`src/sv/u8sd_pkg.sv`:
```
package u8sd_pkg;

   localparam int unsigned BYTE_W = 8;
   localparam int unsigned CP_W   = 21;
   localparam int unsigned CNT_W  = 2;

   localparam logic [CP_W-1:0] REPLACEMENT_CP = CP_W'(24'hFFFD);

   // Lead and continuation byte masks / patterns
   localparam logic [BYTE_W-1:0] CONT_MASK  = 8'hC0;
   localparam logic [BYTE_W-1:0] CONT_PAT   = 8'h80;
   localparam logic [BYTE_W-1:0] LEAD2_MASK = 8'hE0;
   localparam logic [BYTE_W-1:0] LEAD2_PAT  = 8'hC0;
   localparam logic [BYTE_W-1:0] LEAD3_MASK = 8'hF0;
   localparam logic [BYTE_W-1:0] LEAD3_PAT  = 8'hE0;
   localparam logic [BYTE_W-1:0] LEAD4_MASK = 8'hF8;
   localparam logic [BYTE_W-1:0] LEAD4_PAT  = 8'hF0;

   localparam logic [BYTE_W-1:0] PAYLOAD6 = 8'h3F;
   localparam logic [BYTE_W-1:0] PAYLOAD5 = 8'h1F;
   localparam logic [BYTE_W-1:0] PAYLOAD4 = 8'h0F;
   localparam logic [BYTE_W-1:0] PAYLOAD3 = 8'h07;

   // Results caused by one input word: rep_cnt replacements, then an optional tail
   typedef struct packed {
      logic [CNT_W-1:0] rep_cnt;
      logic             tail_valid;
      logic [CP_W-1:0]  tail_cp;
      logic             tail_rep;
   } burst_type;

endpackage

```
`src/sv/utf8_stream_decoder.sv`:
```
// Channel | Ports                                              | Direction
// req     | req_valid, req_ready, req_data_byte                | in
// rsp     | rsp_valid, rsp_ready, rsp_code_point, rsp_replaced, rsp_last | out
//
// Decode is combinational: a byte's result burst enters the output register the
// cycle after the word is accepted, or waits in the second entry while a burst drains.
// One result leaves per cycle while rsp_ready is high, so a byte causing several results
// holds the output until all have left; req_ready is low while the second entry is full.
// Sustained rate is one byte per cycle when each byte causes at most one result and
// rsp_ready stays high. Reset (synchronous) clears the decode state, empties both entries.
module utf8_stream_decoder (
   input  logic                        clock,
   input  logic                        reset,
   input  logic                        req_valid,
   output logic                        req_ready,
   input  logic [u8sd_pkg::BYTE_W-1:0] req_data_byte,
   output logic                        rsp_valid,
   input  logic                        rsp_ready,
   output logic [u8sd_pkg::CP_W-1:0]   rsp_code_point,
   output logic                        rsp_replaced,
   output logic                        rsp_last
);
   import u8sd_pkg::*;

   logic [CP_W-1:0]  partial_ff, partial_in;
   logic [CNT_W-1:0] expect_ff, expect_in;
   logic [CNT_W-1:0] held_ff, held_in;

   burst_type a_ff, a_in, b_ff, b_in, new_burst;
   logic      a_valid_ff, a_valid_in, b_valid_ff, b_valid_in;
   logic      new_valid, accept, b_free, is_cont;
   logic [CNT_W-1:0] exp_dec;

   assign req_ready = !a_valid_ff;
   assign accept    = req_valid && req_ready;

   // decode
   always_comb begin
      partial_in = partial_ff;
      expect_in  = expect_ff;
      held_in    = held_ff;
      new_burst  = '{rep_cnt: '0, tail_valid: 1'b0, tail_cp: '0, tail_rep: 1'b0};
      is_cont    = (req_data_byte & CONT_MASK) == CONT_PAT;
      exp_dec    = expect_ff - CNT_W'(1);
      if (expect_ff != '0 && is_cont) begin
         partial_in = {partial_ff[CP_W-7:0], req_data_byte[5:0]};
         expect_in  = exp_dec;
         if (exp_dec == '0) begin
            held_in              = '0;
            new_burst.tail_valid = 1'b1;
            new_burst.tail_cp    = partial_in;
         end else begin
            held_in = held_ff + CNT_W'(1);
         end
      end else begin
         if (expect_ff != '0) begin
            // broken sequence: one replacement per held word
            new_burst.rep_cnt = held_ff;
            partial_in        = '0;
            expect_in         = '0;
            held_in           = '0;
         end
         if (req_data_byte == '0) begin
            // end of text, no tail result
         end else if (!req_data_byte[BYTE_W-1]) begin
            new_burst.tail_valid = 1'b1;
            new_burst.tail_cp    = CP_W'(req_data_byte);
         end else if ((req_data_byte & LEAD2_MASK) == LEAD2_PAT) begin
            partial_in = CP_W'(req_data_byte & PAYLOAD5);
            expect_in  = CNT_W'(1);
            held_in    = CNT_W'(1);
         end else if ((req_data_byte & LEAD3_MASK) == LEAD3_PAT) begin
            partial_in = CP_W'(req_data_byte & PAYLOAD4);
            expect_in  = CNT_W'(2);
            held_in    = CNT_W'(1);
         end else if ((req_data_byte & LEAD4_MASK) == LEAD4_PAT) begin
            partial_in = CP_W'(req_data_byte & PAYLOAD3);
            expect_in  = CNT_W'(3);
            held_in    = CNT_W'(1);
         end else begin
            new_burst.tail_valid = 1'b1;
            new_burst.tail_cp    = REPLACEMENT_CP;
            new_burst.tail_rep   = 1'b1;
         end
      end
      new_valid = accept && (new_burst.rep_cnt != '0 || new_burst.tail_valid);
   end

   // output side: replacements first, then the tail
   assign rsp_valid      = b_valid_ff;
   assign rsp_code_point = (b_ff.rep_cnt != '0) ? REPLACEMENT_CP : b_ff.tail_cp;
   assign rsp_replaced   = (b_ff.rep_cnt != '0) ? 1'b1 : b_ff.tail_rep;
   assign rsp_last       = (b_ff.rep_cnt == '0) ||
                           (b_ff.rep_cnt == CNT_W'(1) && !b_ff.tail_valid);

   assign b_free = !b_valid_ff || (rsp_ready && rsp_last);

   always_comb begin
      a_in       = a_ff;
      a_valid_in = a_valid_ff;
      b_in       = b_ff;
      b_valid_in = b_valid_ff;
      if (b_valid_ff && rsp_ready && !rsp_last) begin
         b_in.rep_cnt = b_ff.rep_cnt - CNT_W'(1);
      end
      if (b_free) begin
         if (a_valid_ff) begin
            b_in       = a_ff;
            b_valid_in = 1'b1;
            a_valid_in = 1'b0;
         end else if (new_valid) begin
            b_in       = new_burst;
            b_valid_in = 1'b1;
         end else begin
            b_valid_in = 1'b0;
         end
      end else if (new_valid) begin
         a_in       = new_burst;
         a_valid_in = 1'b1;
      end
   end

   always_ff @(posedge clock) begin
      if (reset) begin
         partial_ff <= '0;
         expect_ff  <= '0;
         held_ff    <= '0;
         a_valid_ff <= 1'b0;
         b_valid_ff <= 1'b0;
      end else begin
         if (accept) begin
            partial_ff <= partial_in;
            expect_ff  <= expect_in;
            held_ff    <= held_in;
         end
         a_valid_ff <= a_valid_in;
         b_valid_ff <= b_valid_in;
      end
   end

   always_ff @(posedge clock) begin
      a_ff <= a_in;
      b_ff <= b_in;
   end

endmodule

```
`config.mk`:
```
export PLATFORM = sky130hd
export DESIGN_NAME = utf8_stream_decoder
export DESIGN_NICKNAME = d
export VERILOG_FILES = /design/src/sv/u8sd_pkg.sv /design/src/sv/utf8_stream_decoder.sv
export SDC_FILE = /design/constraint.sdc
export NUM_CORES = 1
export LEC_CHECK = 0
export BUFFER_PORTS_ARGS = -buffer_cell sky130_fd_sc_hd__buf_2
export CORE_UTILIZATION = 30
export CTS_CLUSTER_DIAMETER = 30
export DETAILED_ROUTE_END_ITERATION = 16
export PLACE_DENSITY = 0.47
export SLEW_MARGIN = 20
export SYNTH_ARGS = -nofsm -noshare
export SYNTH_HDL_FRONTEND = slang
export SYNTH_SLANG_ARGS = --single-unit
```
`constraint.sdc`:
```
create_clock -name clock -period 5.1 [get_ports clock]
set_input_delay 0.765 -clock clock [delete_from_list [all_inputs] [get_ports clock]]
set_output_delay 0.765 -clock clock [all_outputs]
set_load 0.005 [all_outputs]
```
======== Word-level counts from Yosys, hierarchy flattened ========
Index checks and enable logic that the tools add are counted.
word-level totals
  output and inout bits ................... 25
  input bits .............................. 12
  flip-flop bits (word level) ............. 77
cells by class
  reduce and logical (&&, ||, !) cells .... 24
  equal/unequal tests ..................... 5
  $add $sub $neg .......................... 3
  bitwise logic cells ..................... 1
  muxes and demuxes ....................... 41
operators with widths
  cell                 number
  $mux 21              8
  $mux 23              4
  $mux 25              3
  $mux 22              3
  $mux 2               18
  $logic_not 8->1      1
  $reduce_bool 2->1    4
  $logic_and 1x1->1    7
  $eq 5x5->1 const B   1
  $mux 1               5
  $eq 4x4->1 const B   1
  $logic_not 1->1      4
  $logic_not 2->1      2
  $reduce_and 2->1     2
  $sub 2x1->2 const B  2
  $eq 3x3->1 const B   1
  $logic_or 1x1->1     3
  $add 2x1->2 const B  1
  $eq 2x1->1 const B   1
  $eq 2x2->1 const B   1
  $reduce_or 2->1      1
  $not 1->1            1

======== Depth between registers and ports, before layout ========
  word-level depth ........................ 12
  gate-level depth with buffers ........... 9
  gate-level depth less buffers ........... 6

======== Worst setup path before layout ========
OpenSTA, ideal clock, no wires.
  kind .................................... input port to flip-flop
  start point ............................. input port req_data_byte[5] (netlist name)
  end point ............................... register a_ff[0] (netlist name), enable pin
  path buffers ............................ 3
  arrival ................................. 2.882 ns
  stages on the path ...................... 7
  setup slack ............................. 1.808 ns
  setup time .............................. 0.410 ns
  data required time ...................... 4.690 ns
  cells stage by stage .................... buf_6 -> nand3_1 -> a32oi_1 -> a221o_1 -> buf_6 -> buf_6 -> nor2b_1
on the way
  cells in the longest elaborated chain, start to end .. 10
  elaborated cells between the ends (all ways) .. 13
  those cells by class .................... 3 x eq/ne; 6 x mux; 4 x reduce/logical
ends and longest elaborated chain
  element                                line                        source
  start: declaration                     utf8_stream_decoder.sv:16   input logic [u8sd_pkg::BYTE_W-1:0] req_data_byte,
  $eq 5x5->1                             utf8_stream_decoder.sv:76   end else if ((req_data_byte & LEAD4_MASK) == LEAD4_PAT) begin
  $mux 23                                utf8_stream_decoder.sv:76
  $mux 23                                utf8_stream_decoder.sv:72   end else if ((req_data_byte & LEAD3_MASK) == LEAD3_PAT) begin
  $mux 23                                utf8_stream_decoder.sv:68   end else if ((req_data_byte & LEAD2_MASK) == LEAD2_PAT) begin
  $mux 22                                utf8_stream_decoder.sv:65   end else if (!req_data_byte[BYTE_W-1]) begin
  $mux 23 (*)                            utf8_stream_decoder.sv:63   if (req_data_byte == '0) begin
  $mux 22 (*)                            utf8_stream_decoder.sv:45   if (expect_ff != '0 && is_cont) begin
  $logic_or 1x1->1 (*)                   utf8_stream_decoder.sv:86   new_valid = accept && (new_burst.rep_cnt != '0 || new_burst.tail_valid);
  $logic_and 1x1->1 (*)                  utf8_stream_decoder.sv:86
  $reduce_and 2->1 (no source line) (*)  n/a
  end signal: assignment                 utf8_stream_decoder.sv:142  a_ff <= a_in;
  end: declaration                       utf8_stream_decoder.sv:29   burst_type a_ff, a_in, b_ff, b_in, new_burst;
Every way passes the cells marked *; elsewhere a longest branch is shown, timed or not.
A chain may end at the register's enable or synchronous reset.

======== Worst setup path after layout ========
  start point ............................. input port req_valid
  end point ............................... register b_ff[12] (netlist name), enable pin
on the way
  cells in the longest elaborated chain, start to end .. 4
ends and longest elaborated chain
  element                             line                        source
  start: declaration                  utf8_stream_decoder.sv:14   input logic req_valid,
  $logic_and 1x1->1                   utf8_stream_decoder.sv:35   assign accept = req_valid && req_ready;
  $logic_and 1x1->1                   utf8_stream_decoder.sv:86
  $reduce_bool 2->1 (no source line)  n/a
  $reduce_and 2->1 (no source line)   n/a
  end signal: assignment              utf8_stream_decoder.sv:143  b_ff <= b_in;
  end: declaration                    utf8_stream_decoder.sv:29
Every way passes these cells.

==> results.yml <==
global_route:
  grt_pass1_wl_um: 12400
  antenna_found_initial: 0
  overflow: 0
  grtUsageTotal: 0.140
  grt_pass1_vias: 2337
  grt_max_degree: 32
floorplanning:
  die_x_um: 108
  ios: 37
  die_h_um: 108
  initial_utilization: 0.309
  rows: 38
  dieArea_um2: 11700
  core_area_um2: 10900
power:
  swShare: 0.268
  power_density_nw_per_um2: 420
  p_leak_nw: 1.46
  ir_drop_v: 0.000190
  sequentialPowerShare: 0.406
  clkPwrFrac: 0.405
  finalPower_mw: 1.67
  p_int_mw: 1.22
  p_sw_mw: 0.448
  comb_power_share: 0.189
clocking:
  cts_root_buf: "clkbuf_16"
  htree_num_levels: 3
  holdBufCountCts: 0
  clk_transition_reported_paths_ns: 0.06
  cts_tree: "done"
  cts_num_sinks: 71
  clock_path_buffers: 2
  cts_setup_buffers: 0
  numCtsBuffers: 9
  postCtsResizedCells: 0
  clock_latency_ns: 0.33
routing:
  post_drt_wl_per_cell_um: 15.3
  routed_wl_um: 7540
  drcViolationCount: 0
  ant_nets: 0
  drtPass1Iterations: 4
  route.detailed.vias_per_inst: 4.94
  drt-initial-drc-count: 74
  vias: 2436
setup_path:
  crit_type: "primary input to flip-flop"
  critical_path_required_ns: 5.05
  max_stage_delay_ns: 0.82
  arrival_ns: 3.38
  cp-end-kind: "flip-flop"
  cp_slowest_cell: "o21a_1"
  crit_fanout: 26
  cp-start-kind: "primary input"
  worstPathCellList: "buf_2 -> nand2b_1 -> a2111oi_0 -> a221o_1 -> o21a_1"
synth:
  synth-simple-area-share: 0.166
  synth_area_leader_cell: "edfxtp_1"
  postSynth.asyncResetShare: 0
  avgSynthCellArea_um2: 10.5
  synth-seq-cells: 71
  muxShareOfSynthArea: 0
  syn-num-nets: 338
  synth-main-ff-cell: "edfxtp_1"
  synth-compound-area-share: 0.209
  synth-xor-area-share: 0
  synth_top_family_by_area: "compound AO/OA/AOI/OAI gates"
  ys_types: 48
  synth_edf_count: 48
  syn-cell-area_um2: 3380
  netlist_top_cells_count: "48 x edfxtp_1, 30 x nand2_1, 30 x o21ai_0"
  synthAdderAreaFrac: 0.0148
  synth-warning-count: 0
  synth-seq-area-share: 0.562
  post-synth-top-count-cell: "edfxtp_1"
  syn_inst: 322
  yosys-top-cells-area: "edfxtp_1 43%, dfxtp_1 14%, o21ai_0 4.4%"
  yosysTopAreaCellShare: 0.426
finish:
  drive_gt1_frac: 0.184
  fin_cells: 493
  layout.nets: 364
  area_growth_pct: 17.5
  fillers: 1127
  num_antenna_cells: 0
  stdcell_area_um2: 3980
  finalCoreUtilization: 0.364
timing:
  finalSetupViolCount: 0
  grt_setup_unrepaired: "no"
  layout_min_cycle_time_ns: 3.43
  finalHoldViolCount: 0
  period_share: 0.672
  fin_skew_ns: 0.00385
  drv_slew: 0
  tightest_slew_ns: 0.958
  max_freq_mhz: 292
  slew_headroom: 0.361
  tns_ns: 0
place:
  io_buffer_count: 36
  dpl-instance-area_um2: 3660
  dp.cells: 477
  dp_hpwl_um: 5310
  gp_congestion: 0.768
status:
  outcome: "finished clean"
hold_path:
  hold_path.class: "flip-flop to flip-flop"
job:
  maxCapViolations: 0
[power by group through the flow]
| stage | sequential (mW) | combinational, mW | clock, mW |
|---|---|---|---|
| 3_5_place_dp | 0.691 | 0.325 | 0 |
| 2_1_floorplan | 0.687 | 0.204 | 0 |
| 4_1_cts | 0.679 | 0.326 | 0.689 |
| 6_report | 0.678 | 0.316 | 0.678 |
| 5_1_grt | 0.683 | 0.362 | 0.714 |
| 3_3_place_gp | 0.691 | 0.316 | 0 |
[through the flow]
step                setup slack [ns]  hold WS [ns]
detailed placement              1.26         0.469
CTS                             1.63         0.473
finish                          1.67         0.473
floorplan                       1.81         0.446
global route                    1.37         0.511
global placement                1.39         0.458
[path summary, 6_finish.rpt]
path | start | to | slack [ns] | cells past startpoint
max | req_valid | b_ff[12]$_DFFE_PP_ | 1.67 | 5
min | partial_ff[9]$_SDFFE_PP0P_ | partial_ff[9]$_SDFFE_PP0P_ | 0.47 | 2
max reg2reg | a_valid_ff$_SDFFE_PP0P_ | b_ff[12]$_DFFE_PP_ | 1.87 | 4
min reg2reg | partial_ff[9]$_SDFFE_PP0P_ | partial_ff[9]$_SDFFE_PP0P_ | 0.47 | 2
[state kept, by name, indices dropped and copies added (netlist names)]
register,cells
a_ff,25
b_ff,25
partial_ff,15
expect_ff,2
held_ff,2
a_valid_ff,1
rsp_valid,1
[cells by family after synthesis]
family                     after synthesis
and+or+nand+nor                        104
AOI/OAI and AO/OA                      107
adders and majority gates                4
DFF                                     71
buffers and inverters                   36
[cell type report]
| cell class | count | area (µm²) | area share |
|---|---|---|---|
| Multi-Input combinational cell | 215 | 1330 | 0.335 |
| Inverter | 12 | 45.0 | 0.0113 |
| Clock inverter | 7 | 95.1 | 0.0239 |
| Timing Repair Buffer | 39 | 203 | 0.0510 |
| Sequential cell | 71 | 1900 | 0.478 |
| Clock buffer | 9 | 225 | 0.0566 |
| Tap cell | 140 | 175 | 0.0440 |
[per-layer routing]
metal  share of wire  vias up  wire length, µm  global-route usage
met5               0        -                0                   0
met1            0.55     1152             4130               0.209
li1                -     1226                -                   -
met4           0.018        0              134              0.0675
met2            0.40       48             3030               0.194
met3           0.032       10              242              0.0235
[worst max-delay path, delay by kind of cell]
kind	cells	cell delay, ns
buffers and inverters	1	0.13
and+or+nand+nor	1	0.51
AOI/OAI and AO/OA	3	1.96
[cell usage in the layout, fill, tap and decap left out, types with 2 or more instances in the layout]
cell and count:
a211oi_1 6, nor4_1 2, a21o_1 10, inv_6 2, nand3b_1 3, a21oi_1 25
a22o_1 12, bufinv_16 2, and2_1 11, inv_1 12, nand3_1 2, nor3_1 5
clkbuf_16 9, o21ai_0 30, dfxtp_1 23, nand2b_1 17, buf_4 3, edfxtp_1 48
a31oi_1 2, o31a_1 2, nor2_1 19, nor2b_1 4, o21a_1 5, ha_1 4
buf_2 36, o41ai_1 2, clkinv_2 2, nand2_1 30
Note: power is estimated with default switching activity, not from simulation.
